==> src/sv/bdda_pkg.sv <==
`timescale 1ns / 1ps
// ----------------------------------------------------------------------------
// bdda_pkg
// Types, constants and calendar helpers shared by the business-day date adder.
// ----------------------------------------------------------------------------
package bdda_pkg;

	localparam int DAY_W  = 5;
	localparam int MON_W  = 4;
	localparam int YEAR_W = 14;
	localparam int CNT_W  = 16;
	localparam int WD_W   = 3;
	localparam int SUM_W  = 15;
	localparam int MUL_A_W = 15;
	localparam int MUL_K_W = 18;
	localparam int PROD_W = MUL_A_W + MUL_K_W;
	localparam int M400_W = 9;
	localparam int M100_W = 7;

	localparam int MAX_YEAR_DEF = 9999;

	// reciprocals: x / 25 = (x * K25) >> 18 for x < 4096, x / 7 = (x * K7) >> 20 for x < 32768
	localparam logic [MUL_K_W-1:0] K25     = MUL_K_W'(10486);
	localparam int                 SH25    = 18;
	localparam logic [MUL_K_W-1:0] K7      = MUL_K_W'(149797);
	localparam int                 SH7     = 20;
	localparam int                 Q100_W  = 8;
	localparam int                 Q400_W  = 6;
	localparam int                 Q7_W    = 13;

	localparam logic [MON_W-1:0]  MON_FEB = MON_W'(2);
	localparam logic [MON_W-1:0]  MON_DEC = MON_W'(12);
	localparam logic [DAY_W-1:0]  DAY_LAST_DEC = DAY_W'(31);
	localparam logic [WD_W-1:0]   WD_SAT  = WD_W'(5);
	localparam logic [WD_W-1:0]   WD_SUN  = WD_W'(6);

	typedef enum logic [3:0] {
		ST_IDLE,
		ST_Y400,
		ST_MOD,
		ST_YY400,
		ST_SUM,
		ST_MUL7,
		ST_WDAY,
		ST_WALK,
		ST_DONE
	} state_t;

	typedef enum logic [3:0] {
		OP_NONE,
		OP_LOAD,
		OP_MUL_Y400,
		OP_SET_MOD,
		OP_MUL_YY400,
		OP_SUM,
		OP_MUL7,
		OP_WDAY,
		OP_STEP,
		OP_OVF,
		OP_WRITE
	} op_t;

	typedef struct packed {
		logic bad;
		logic days_zero;
		logic at_end;
	} status_t;

	function automatic logic [DAY_W-1:0] month_len(input logic [MON_W-1:0] m, input logic leap);
		logic [DAY_W-1:0] len;
		unique case (m)
			4'd1, 4'd3, 4'd5, 4'd7, 4'd8, 4'd10, 4'd12: len = DAY_W'(31);
			4'd4, 4'd6, 4'd9, 4'd11:                    len = DAY_W'(30);
			4'd2:                                       len = leap ? DAY_W'(29) : DAY_W'(28);
			default:                                    len = '0;
		endcase
		return len;
	endfunction

	// floor(31 * mm / 12) for the shifted month index
	function automatic logic [DAY_W-1:0] month_offset(input logic [MON_W-1:0] mm);
		logic [DAY_W-1:0] off;
		unique case (mm)
			4'd1:    off = DAY_W'(2);
			4'd2:    off = DAY_W'(5);
			4'd3:    off = DAY_W'(7);
			4'd4:    off = DAY_W'(10);
			4'd5:    off = DAY_W'(12);
			4'd6:    off = DAY_W'(15);
			4'd7:    off = DAY_W'(18);
			4'd8:    off = DAY_W'(20);
			4'd9:    off = DAY_W'(23);
			4'd10:   off = DAY_W'(25);
			4'd11:   off = DAY_W'(28);
			4'd12:   off = DAY_W'(31);
			default: off = '0;
		endcase
		return off;
	endfunction

endpackage

==> src/sv/business_day_date_adder.sv <==
`timescale 1ns / 1ps
// ----------------------------------------------------------------------------
// business_day_date_adder
// Adds a count of Monday-to-Friday days to a Gregorian date.
// ----------------------------------------------------------------------------
// One item at a time. After an item is accepted, the setup states (Y400, MOD,
// YY400, SUM, MUL7, WDAY) compute the start weekday through one shared
// reciprocal multiplier, then the date stepper walks one calendar day per
// cycle until the working-day count is used up or the last day of MAX_YEAR
// is reached, and the result goes to the output register once that register
// is empty or being read. An invalid start date skips the walk. The next item
// is accepted as soon as the result is in the output register, even while it
// waits there.
// ----------------------------------------------------------------------------
module business_day_date_adder #(
	parameter int MAX_YEAR = bdda_pkg::MAX_YEAR_DEF
) (
	input  logic        clk,
	input  logic        arst_n,
	input  logic        s_tvalid,
	output logic        s_tready,
	input  logic [39:0] s_tdata,   // start_day, start_month, start_year, working_days
	output logic        m_tvalid,
	input  logic        m_tready,
	output logic [31:0] m_tdata,   // end_day, end_month, end_year, end_weekday
	output logic [1:0]  m_tuser    // bad_date, year_overflow
);

	bdda_pkg::op_t     op;
	bdda_pkg::status_t status;

	logic [bdda_pkg::DAY_W-1:0]  end_day;
	logic [bdda_pkg::MON_W-1:0]  end_month;
	logic [bdda_pkg::YEAR_W-1:0] end_year;
	logic [bdda_pkg::WD_W-1:0]   end_weekday;
	logic                        bad_date;
	logic                        year_overflow;

	bdda_ctrl u_ctrl (
		.clk      (clk),
		.arst_n   (arst_n),
		.s_tvalid (s_tvalid),
		.s_tready (s_tready),
		.m_tvalid (m_tvalid),
		.m_tready (m_tready),
		.status   (status),
		.op       (op)
	);

	bdda_dp #(
		.MAX_YEAR (MAX_YEAR)
	) u_dp (
		.clk           (clk),
		.arst_n        (arst_n),
		.op            (op),
		.status        (status),
		.start_day     (s_tdata[4:0]),
		.start_month   (s_tdata[8:5]),
		.start_year    (s_tdata[22:9]),
		.working_days  (s_tdata[38:23]),
		.end_day       (end_day),
		.end_month     (end_month),
		.end_year      (end_year),
		.end_weekday   (end_weekday),
		.bad_date      (bad_date),
		.year_overflow (year_overflow)
	);

	assign m_tdata = {6'b0, end_weekday, end_year, end_month, end_day};
	assign m_tuser = {year_overflow, bad_date};

`ifndef ASSERT_OFF
	a_one_at_a_time: assert property (@(posedge clk) disable iff (!arst_n)
		s_tvalid && s_tready |=> !s_tready)
		else $error("input accepted while an item is in progress");

	a_bad_no_weekday: assert property (@(posedge clk) disable iff (!arst_n)
		m_tvalid && m_tuser[0] |-> (m_tdata[25:23] == 3'd0) && !m_tuser[1])
		else $error("invalid date result carries weekday or overflow");

	a_ovf_on_last_day: assert property (@(posedge clk) disable iff (!arst_n)
		m_tvalid && m_tuser[1] |-> (m_tdata[4:0] == 5'd31) && (m_tdata[8:5] == 4'd12)
			&& (m_tdata[22:9] == bdda_pkg::YEAR_W'(MAX_YEAR)))
		else $error("overflow result not on the last day of the last year");

	a_weekday_range: assert property (@(posedge clk) disable iff (!arst_n)
		m_tvalid |-> (m_tdata[25:23] != 3'd7))
		else $error("weekday out of range");
`endif

endmodule

==> src/sv/bdda_ctrl.sv <==
`timescale 1ns / 1ps
// ----------------------------------------------------------------------------
// bdda_ctrl
// Sequencer: weekday setup steps, day walk loop and output handoff.
// ----------------------------------------------------------------------------
module bdda_ctrl (
	input  logic               clk,
	input  logic               arst_n,
	input  logic               s_tvalid,
	output logic               s_tready,
	output logic               m_tvalid,
	input  logic               m_tready,
	input  bdda_pkg::status_t  status,
	output bdda_pkg::op_t      op
);

	bdda_pkg::state_t state_q, state_d;
	logic             out_valid_q;

	always_ff @(posedge clk or negedge arst_n) begin
		if (!arst_n) begin
			state_q     <= bdda_pkg::ST_IDLE;
			out_valid_q <= 1'b0;
		end else begin
			state_q <= state_d;
			if (op == bdda_pkg::OP_WRITE) begin
				out_valid_q <= 1'b1;
			end else if (m_tready) begin
				out_valid_q <= 1'b0;
			end
		end
	end

	always_comb begin
		state_d = state_q;
		unique case (state_q)
			bdda_pkg::ST_IDLE:  if (s_tvalid) state_d = bdda_pkg::ST_Y400;
			bdda_pkg::ST_Y400:  state_d = bdda_pkg::ST_MOD;
			bdda_pkg::ST_MOD:   state_d = bdda_pkg::ST_YY400;
			bdda_pkg::ST_YY400: state_d = bdda_pkg::ST_SUM;
			bdda_pkg::ST_SUM:   state_d = bdda_pkg::ST_MUL7;
			bdda_pkg::ST_MUL7:  state_d = bdda_pkg::ST_WDAY;
			bdda_pkg::ST_WDAY:  state_d = status.bad ? bdda_pkg::ST_DONE : bdda_pkg::ST_WALK;
			bdda_pkg::ST_WALK:  if (status.days_zero || status.at_end) state_d = bdda_pkg::ST_DONE;
			bdda_pkg::ST_DONE:  if (!out_valid_q || m_tready) state_d = bdda_pkg::ST_IDLE;
			default:            state_d = bdda_pkg::ST_IDLE;
		endcase
	end

	always_comb begin
		op = bdda_pkg::OP_NONE;
		unique case (state_q)
			bdda_pkg::ST_IDLE:  if (s_tvalid) op = bdda_pkg::OP_LOAD;
			bdda_pkg::ST_Y400:  op = bdda_pkg::OP_MUL_Y400;
			bdda_pkg::ST_MOD:   op = bdda_pkg::OP_SET_MOD;
			bdda_pkg::ST_YY400: op = bdda_pkg::OP_MUL_YY400;
			bdda_pkg::ST_SUM:   op = bdda_pkg::OP_SUM;
			bdda_pkg::ST_MUL7:  op = bdda_pkg::OP_MUL7;
			bdda_pkg::ST_WDAY:  op = bdda_pkg::OP_WDAY;
			bdda_pkg::ST_WALK: begin
				priority if (status.days_zero) op = bdda_pkg::OP_NONE;
				else if (status.at_end)        op = bdda_pkg::OP_OVF;
				else                           op = bdda_pkg::OP_STEP;
			end
			bdda_pkg::ST_DONE:  if (!out_valid_q || m_tready) op = bdda_pkg::OP_WRITE;
			default:            op = bdda_pkg::OP_NONE;
		endcase
	end

	assign s_tready = (state_q == bdda_pkg::ST_IDLE);
	assign m_tvalid = out_valid_q;

endmodule

==> src/sv/bdda_dp.sv <==
`timescale 1ns / 1ps
// ----------------------------------------------------------------------------
// bdda_dp
// Datapath: date registers, shared reciprocal multiplier, weekday, output.
// ----------------------------------------------------------------------------
module bdda_dp #(
	parameter int MAX_YEAR = bdda_pkg::MAX_YEAR_DEF
) (
	input  logic                          clk,
	input  logic                          arst_n,
	input  bdda_pkg::op_t                 op,
	output bdda_pkg::status_t             status,
	input  logic [bdda_pkg::DAY_W-1:0]    start_day,
	input  logic [bdda_pkg::MON_W-1:0]    start_month,
	input  logic [bdda_pkg::YEAR_W-1:0]   start_year,
	input  logic [bdda_pkg::CNT_W-1:0]    working_days,
	output logic [bdda_pkg::DAY_W-1:0]    end_day,
	output logic [bdda_pkg::MON_W-1:0]    end_month,
	output logic [bdda_pkg::YEAR_W-1:0]   end_year,
	output logic [bdda_pkg::WD_W-1:0]     end_weekday,
	output logic                          bad_date,
	output logic                          year_overflow
);

	localparam logic [bdda_pkg::YEAR_W-1:0] MAX_Y = bdda_pkg::YEAR_W'(MAX_YEAR);

	logic [bdda_pkg::DAY_W-1:0]  walk_day_q;
	logic [bdda_pkg::MON_W-1:0]  walk_month_q;
	logic [bdda_pkg::YEAR_W-1:0] walk_year_q;
	logic [bdda_pkg::CNT_W-1:0]  days_left_q;

	logic [bdda_pkg::M400_W-1:0] mod400_q;
	logic [bdda_pkg::M100_W-1:0] mod100_q;
	logic [bdda_pkg::PROD_W-1:0] prod_q;
	logic [bdda_pkg::Q100_W-1:0] c100_q;
	logic [bdda_pkg::SUM_W-1:0]  sum_q;
	logic [bdda_pkg::WD_W-1:0]   wd_q;
	logic                        bad_q;
	logic                        ovf_q;

	logic [bdda_pkg::DAY_W-1:0]  out_day_q;
	logic [bdda_pkg::MON_W-1:0]  out_month_q;
	logic [bdda_pkg::YEAR_W-1:0] out_year_q;
	logic [bdda_pkg::WD_W-1:0]   out_wd_q;
	logic                        out_bad_q;
	logic                        out_ovf_q;

	logic                         jan_feb;
	logic [bdda_pkg::YEAR_W-1:0]  yy;
	logic [bdda_pkg::MON_W-1:0]   mm;
	logic                         leap;
	logic [bdda_pkg::DAY_W-1:0]   mlen;
	logic [bdda_pkg::MUL_A_W-1:0] mul_a;
	logic [bdda_pkg::MUL_K_W-1:0] mul_k;
	logic [bdda_pkg::Q400_W-1:0]  q400;
	logic [bdda_pkg::YEAR_W-1:0]  mod400_full;
	logic [bdda_pkg::M100_W-1:0]  mod100_d;
	logic [bdda_pkg::SUM_W-1:0]   sum_d;
	logic [bdda_pkg::Q7_W-1:0]    q7;
	logic [bdda_pkg::SUM_W-1:0]   rem7;
	logic [bdda_pkg::WD_W-1:0]    raw_wd;
	logic                         bad_d;

	assign jan_feb = (walk_month_q <= bdda_pkg::MON_FEB);
	assign yy      = walk_year_q - bdda_pkg::YEAR_W'(jan_feb);
	assign mm      = jan_feb ? walk_month_q + bdda_pkg::MON_W'(10)
	                         : walk_month_q - bdda_pkg::MON_W'(2);
	assign leap    = (mod400_q == '0) || ((walk_year_q[1:0] == 2'b00) && (mod100_q != '0));
	assign mlen    = bdda_pkg::month_len(walk_month_q, leap);

	always_comb begin
		mul_a = '0;
		mul_k = '0;
		unique case (op)
			bdda_pkg::OP_MUL_Y400: begin
				mul_a = bdda_pkg::MUL_A_W'(walk_year_q >> 4);
				mul_k = bdda_pkg::K25;
			end
			bdda_pkg::OP_SET_MOD: begin
				mul_a = bdda_pkg::MUL_A_W'(yy >> 2);
				mul_k = bdda_pkg::K25;
			end
			bdda_pkg::OP_MUL_YY400: begin
				mul_a = bdda_pkg::MUL_A_W'(yy >> 4);
				mul_k = bdda_pkg::K25;
			end
			bdda_pkg::OP_MUL7: begin
				mul_a = sum_q;
				mul_k = bdda_pkg::K7;
			end
			default: begin
				mul_a = '0;
				mul_k = '0;
			end
		endcase
	end

	assign q400        = prod_q[bdda_pkg::SH25 +: bdda_pkg::Q400_W];
	assign mod400_full = walk_year_q - bdda_pkg::YEAR_W'(q400) * bdda_pkg::YEAR_W'(400);

	always_comb begin
		priority if (mod400_q >= bdda_pkg::M400_W'(300))
			mod100_d = bdda_pkg::M100_W'(mod400_q - bdda_pkg::M400_W'(300));
		else if (mod400_q >= bdda_pkg::M400_W'(200))
			mod100_d = bdda_pkg::M100_W'(mod400_q - bdda_pkg::M400_W'(200));
		else if (mod400_q >= bdda_pkg::M400_W'(100))
			mod100_d = bdda_pkg::M100_W'(mod400_q - bdda_pkg::M400_W'(100));
		else
			mod100_d = bdda_pkg::M100_W'(mod400_q);
	end

	assign sum_d = bdda_pkg::SUM_W'(walk_day_q) + bdda_pkg::SUM_W'(yy)
	             + bdda_pkg::SUM_W'(yy >> 2) - bdda_pkg::SUM_W'(c100_q)
	             + bdda_pkg::SUM_W'(q400) + bdda_pkg::SUM_W'(bdda_pkg::month_offset(mm));

	assign bad_d = (walk_month_q == '0) || (walk_month_q > bdda_pkg::MON_DEC)
	            || (walk_year_q == '0) || (walk_year_q > MAX_Y)
	            || (walk_day_q == '0) || (walk_day_q > mlen);

	assign q7     = prod_q[bdda_pkg::SH7 +: bdda_pkg::Q7_W];
	assign rem7   = sum_q - bdda_pkg::SUM_W'(q7) * bdda_pkg::SUM_W'(7);
	assign raw_wd = rem7[bdda_pkg::WD_W-1:0];

	always_ff @(posedge clk or negedge arst_n) begin
		if (!arst_n) begin
			walk_day_q   <= bdda_pkg::DAY_W'(1);
			walk_month_q <= bdda_pkg::MON_W'(1);
			walk_year_q  <= bdda_pkg::YEAR_W'(1);
			days_left_q  <= '0;
		end else begin
			unique case (op)
				bdda_pkg::OP_LOAD: begin
					walk_day_q   <= start_day;
					walk_month_q <= start_month;
					walk_year_q  <= start_year;
					days_left_q  <= working_days;
				end
				bdda_pkg::OP_STEP: begin
					if (wd_q < bdda_pkg::WD_SAT) begin
						days_left_q <= days_left_q - bdda_pkg::CNT_W'(1);
					end
					if (walk_day_q >= mlen) begin
						walk_day_q <= bdda_pkg::DAY_W'(1);
						if (walk_month_q == bdda_pkg::MON_DEC) begin
							walk_month_q <= bdda_pkg::MON_W'(1);
							walk_year_q  <= walk_year_q + bdda_pkg::YEAR_W'(1);
						end else begin
							walk_month_q <= walk_month_q + bdda_pkg::MON_W'(1);
						end
					end else begin
						walk_day_q <= walk_day_q + bdda_pkg::DAY_W'(1);
					end
				end
				default: begin
					walk_day_q <= walk_day_q;
				end
			endcase
		end
	end

	always_ff @(posedge clk) begin
		if (mul_k != '0) begin
			prod_q <= bdda_pkg::PROD_W'(mul_a) * bdda_pkg::PROD_W'(mul_k);
		end
		unique case (op)
			bdda_pkg::OP_LOAD: begin
				ovf_q <= 1'b0;
			end
			bdda_pkg::OP_SET_MOD: begin
				mod400_q <= mod400_full[bdda_pkg::M400_W-1:0];
			end
			bdda_pkg::OP_MUL_YY400: begin
				c100_q   <= prod_q[bdda_pkg::SH25 +: bdda_pkg::Q100_W];
				mod100_q <= mod100_d;
			end
			bdda_pkg::OP_SUM: begin
				sum_q <= sum_d;
				bad_q <= bad_d;
			end
			bdda_pkg::OP_WDAY: begin
				wd_q <= (raw_wd == '0) ? bdda_pkg::WD_SUN : raw_wd - bdda_pkg::WD_W'(1);
			end
			bdda_pkg::OP_STEP: begin
				wd_q <= (wd_q == bdda_pkg::WD_SUN) ? '0 : wd_q + bdda_pkg::WD_W'(1);
				if ((walk_day_q >= mlen) && (walk_month_q == bdda_pkg::MON_DEC)) begin
					mod400_q <= (mod400_q == bdda_pkg::M400_W'(399)) ? '0
					          : mod400_q + bdda_pkg::M400_W'(1);
					mod100_q <= (mod100_q == bdda_pkg::M100_W'(99)) ? '0
					          : mod100_q + bdda_pkg::M100_W'(1);
				end
			end
			bdda_pkg::OP_OVF: begin
				ovf_q <= 1'b1;
			end
			bdda_pkg::OP_WRITE: begin
				out_day_q   <= walk_day_q;
				out_month_q <= walk_month_q;
				out_year_q  <= walk_year_q;
				out_wd_q    <= bad_q ? '0 : wd_q;
				out_bad_q   <= bad_q;
				out_ovf_q   <= ovf_q;
			end
			default: begin
				ovf_q <= ovf_q;
			end
		endcase
	end

	assign status.bad       = bad_q;
	assign status.days_zero = (days_left_q == '0);
	assign status.at_end    = (walk_day_q == bdda_pkg::DAY_LAST_DEC)
	                       && (walk_month_q == bdda_pkg::MON_DEC) && (walk_year_q == MAX_Y);

	assign end_day       = out_day_q;
	assign end_month     = out_month_q;
	assign end_year      = out_year_q;
	assign end_weekday   = out_wd_q;
	assign bad_date      = out_bad_q;
	assign year_overflow = out_ovf_q;

endmodule

==> config.mk <==
export PLATFORM = sky130hd
export DESIGN_NAME = business_day_date_adder
export DESIGN_NICKNAME = d
export VERILOG_FILES = /design/src/sv/bdda_pkg.sv /design/src/sv/business_day_date_adder.sv /design/src/sv/bdda_ctrl.sv /design/src/sv/bdda_dp.sv
export SDC_FILE = /design/constraint.sdc
export NUM_CORES = 1
export LEC_CHECK = 0
export BUFFER_PORTS_ARGS = -buffer_cell sky130_fd_sc_hd__clkbuf_2
export CAP_MARGIN = 10
export CORE_MARGIN = 5
export CORE_UTILIZATION = 57
export DETAILED_ROUTE_END_ITERATION = 8
export PLACE_DENSITY = 0.76
export SETUP_SLACK_MARGIN = 0.5
export SYNTH_ARGS = -nofsm -noshare
export SYNTH_HDL_FRONTEND = slang
export SYNTH_SLANG_ARGS = --single-unit
==> constraint.sdc <==
create_clock -name clk -period 8.13 [get_ports clk]
set_clock_uncertainty 0.15 [all_clocks]
set_input_delay 0.4065 -clock clk [delete_from_list [all_inputs] [get_ports clk]]
set_output_delay 0.4065 -clock clk [all_outputs]
set_load 0.02 [all_outputs]
==> key figures <==
Critical path
  – Largest stage delay, worst path: 580 ps
  – Critical path arrival: 8110 ps
  – CP max stage cell: fa_1
  – Worst Reg-to-Reg Cells: 28
  – Crit Path Category: reg -> reg
  – Worst EP required: 8270 ps
  – Startpoint types: flip-flop
  – Worst-path fanout max: 5
  – CP dominant cell by count: fa_1
  – Critical path capture point type: flip-flop

GRT
  – First-pass GRT wire length: 55300 µm
  – Largest net degree at the start of global routing: 77
  – GR Overflow Total: 0
  – Total track usage: 0.259
  – GRT Max-Usage Layer: met2
  – Initial antenna violation count: 0
  – Vias in the first global route: 10800
  – Met1 global-route usage: 0.349
  – Met3 GRT Util: 0.0608
  – Met2 Usage GRT: 0.414

Drt
  – Antenna-violating nets left: 0
  – First-pass DRT Iterations: 6
  – Post-DR wirelength/cell: 19.7 µm
  – Residual DRC: 0
  – Wirelength, routed: 37600 µm
  – DR vias/cell: 5.90
  – DR iter-0 viols: 1187
  – Vias after detailed routing: 11200

Job
  – Max Cap Violations: 0

Synth
  – Largest area contributor in the synthesized netlist: fa_1
  – Synthesized area per cell: 9.74 µm²
  – Dominant cells by area after synthesis: fa_1 20%, edfxtp_1 17%, ha_1 16%, dfrtp_1 7.5%, inv_1 7.5%
  – Flops & latches, synth: 124
  – Largest family of logic cells by synthesized area: adder cells
  – Synth Cell Area: 0.0138 mm²
  – Mux cell area share after synthesis: 0.00691
  – Xor and xnor area share after synthesis: 0.0458
  – Yosys Warn Count: 0
  – Top_reg_cell synth: edfxtp_1
  – Mapped Cells: 1412
  – Post-Synth Simple-Gate Area: 0.122
  – Post-synth EDFFs: 80
  – Area share of the largest cell type after synthesis: 0.198
  – Fraction of registers with async set/reset: 0.355
  – Sequential fraction of the synthesis area: 0.255
  – Synth cell types: 80
  – Post-synthesis adder-cell area fraction: 0.361
  – Compound-Gate Fraction of Synth Area: 0.114

STA
  – Slew of the pin with the lowest slew margin: 1170 ps
  – Fin crit share: 0.980
  – Max Slew Vio Count: 0
  – Minimum period implied by the final worst setup slack: 7970 ps
  – Fmax: 0.125 GHz
  – Worst Hold Slack: 61.7 ps
  – RSZ-0062 raised after global routing: yes
  – Fin. Hold Viols: 0
  – Final Setup Violations: 0
  – Slew headroom: 0.220
  – Final worst slack: 162 ps

Min path
  – Worst hold path class: in -> reg
  – Worst Hold Path Cells: 3

CTS
  – Clock root buffer: clkbuf_16
  – Reg clk slew, reported paths: 60 ps
  – Longest Clk Path Bufs: 2
  – Htree depth: 4
  – CTS tree: done
  – TritonCTS Buffers: 17
  – Sink Count: 124
  – Clk Latency, worst-skew pair: 420 ps

Die
  – Chip Height: 165 µm
  – Rows: 56
  – Boundary Pins: 80
  – Die Wd: 165 µm
  – Initial Util: 0.582
  – Core Area: 0.0236 mm²
  – Die ar.: 0.0273 mm²

Place
  – Final HPWL DP: 26300 µm
  – Area post-placement: 0.0146 mm²
  – Port bufs: 72
  – Pre-CTS setup slack: -43.3 ps
  – GP Congestion: 0.938

Cells and area
  – Share of cells above drive strength 1: 0.218
  – Most common cell after layout, fill and taps aside: inv_1
  – Nets: 1933
  – Post-layout util: 0.696
  – Ant. Diodes: 0
  – Fill cell count: 1657
  – Most frequent cells in the layout: 260 x inv_1, 166 x ha_1, 128 x fa_1, 96 x buf_4, 80 x edfxtp_1
  – Final Cell Area: 0.0164 mm²
  – Synth-to-Final Area Change: 19.5%

Outcome
  – Outcome: completed
## cell type report
class                           count  area, µm²  share of cell area
Clock buffer                       25        495              0.0302
Tap cell                          319        399              0.0243
Clock inverter                      7        160             0.00975
Timing Repair Buffer              181       1230              0.0746
Sequential cell                   124       3510               0.213
Inverter                          273       1020              0.0624
Multi-Input combinational cell    977       9620               0.585
## sequential cells by signal, indices dropped and copies added (netlist names), 5 cells and up
name,cells
u_dp.days_left_q,16
u_dp.sum_q,15
u_dp.end_year,14
u_dp.walk_year_q,14
u_dp.mod400_q,9
u_dp.c100_q,8
u_dp.prod_q,8
u_dp.mod100_q,7
u_dp.end_day,5
u_dp.walk_day_q,5
## critical path, delay by kind of cell (launching register included)
| kind | cells | cell delay, ps |
|---|---|---|
| fa+ha+maj | 9 | 3400 |
| buf+inv | 6 | 690 |
| simple gates | 6 | 1570 |
| flops | 1 | 430 |
| compound gates | 6 | 1340 |
| xor+xnor | 1 | 240 |
## cell usage after synthesis, drive strengths merged (16+ instances only)
library cell  count
a21oi            68
buf              31
clkbuf           23
dfrtp            41
edfxtp           80
fa              136
ha              179
inv             273
nand2            80
nand3            40
nor2             68
nor3             29
o21ai            61
or3              16
xnor2            52
xor2             19
## layer usage
layer	share of wire	up-vias
li1	-	5036
met1	0.40	5459
met2	0.47	575
met3	0.084	168
met4	0.051	0
met5	0	-
## final timing paths
check / from / slack, ps / end
min: s_tdata[2] / 60 / u_dp.walk_day_q[2]
min reg2reg: u_dp.ovf_q / 280 / u_dp.year_overflow
max: u_dp.walk_month_q[2] / 160 / u_dp.prod_q[25]
max in group asynchronous: arst_n / 6900 / u_dp.days_left_q[0]
min in group asynchronous: arst_n / 500 / u_dp.days_left_q[11]
max reg2reg: u_dp.walk_month_q[2] / 160 / u_dp.prod_q[25]
## logic make-up (layout without fill, tap and decap cells)
kind of cell	Yosys count	after routing
and+or+nand+nor	328	328
buffers and inverters	327	486
adders and majority gates	315	315
AOI/OAI and AO/OA	238	238
DFF	124	124
xor gates and xnor gates	71	71
muxes	7	7
other	2	18
## metrics by stage
step / TNS, ps / cells
3_5_place_dp: -43.3 / 1805
3_3_place_gp: 0 / 1805
5_1_grt: -6.52 / 1906
2_1_floorplan: 0 / 1428
6_report: 0 / 1906
4_1_cts: 0 / 1881
## repair_timing
item	in CTS	in global routing
endpoints found under the hold margin	41	0
setup endpoints to repair	8	48
pin swaps	13	63
gates cloned	0	1
gates resized for setup	29	104
setup buffers	43	24
hold buffers	1	0
Power is left out: the tool's default activity adds up to more than one toggle a clock period on the data nets, which glitch-free logic cannot reach.
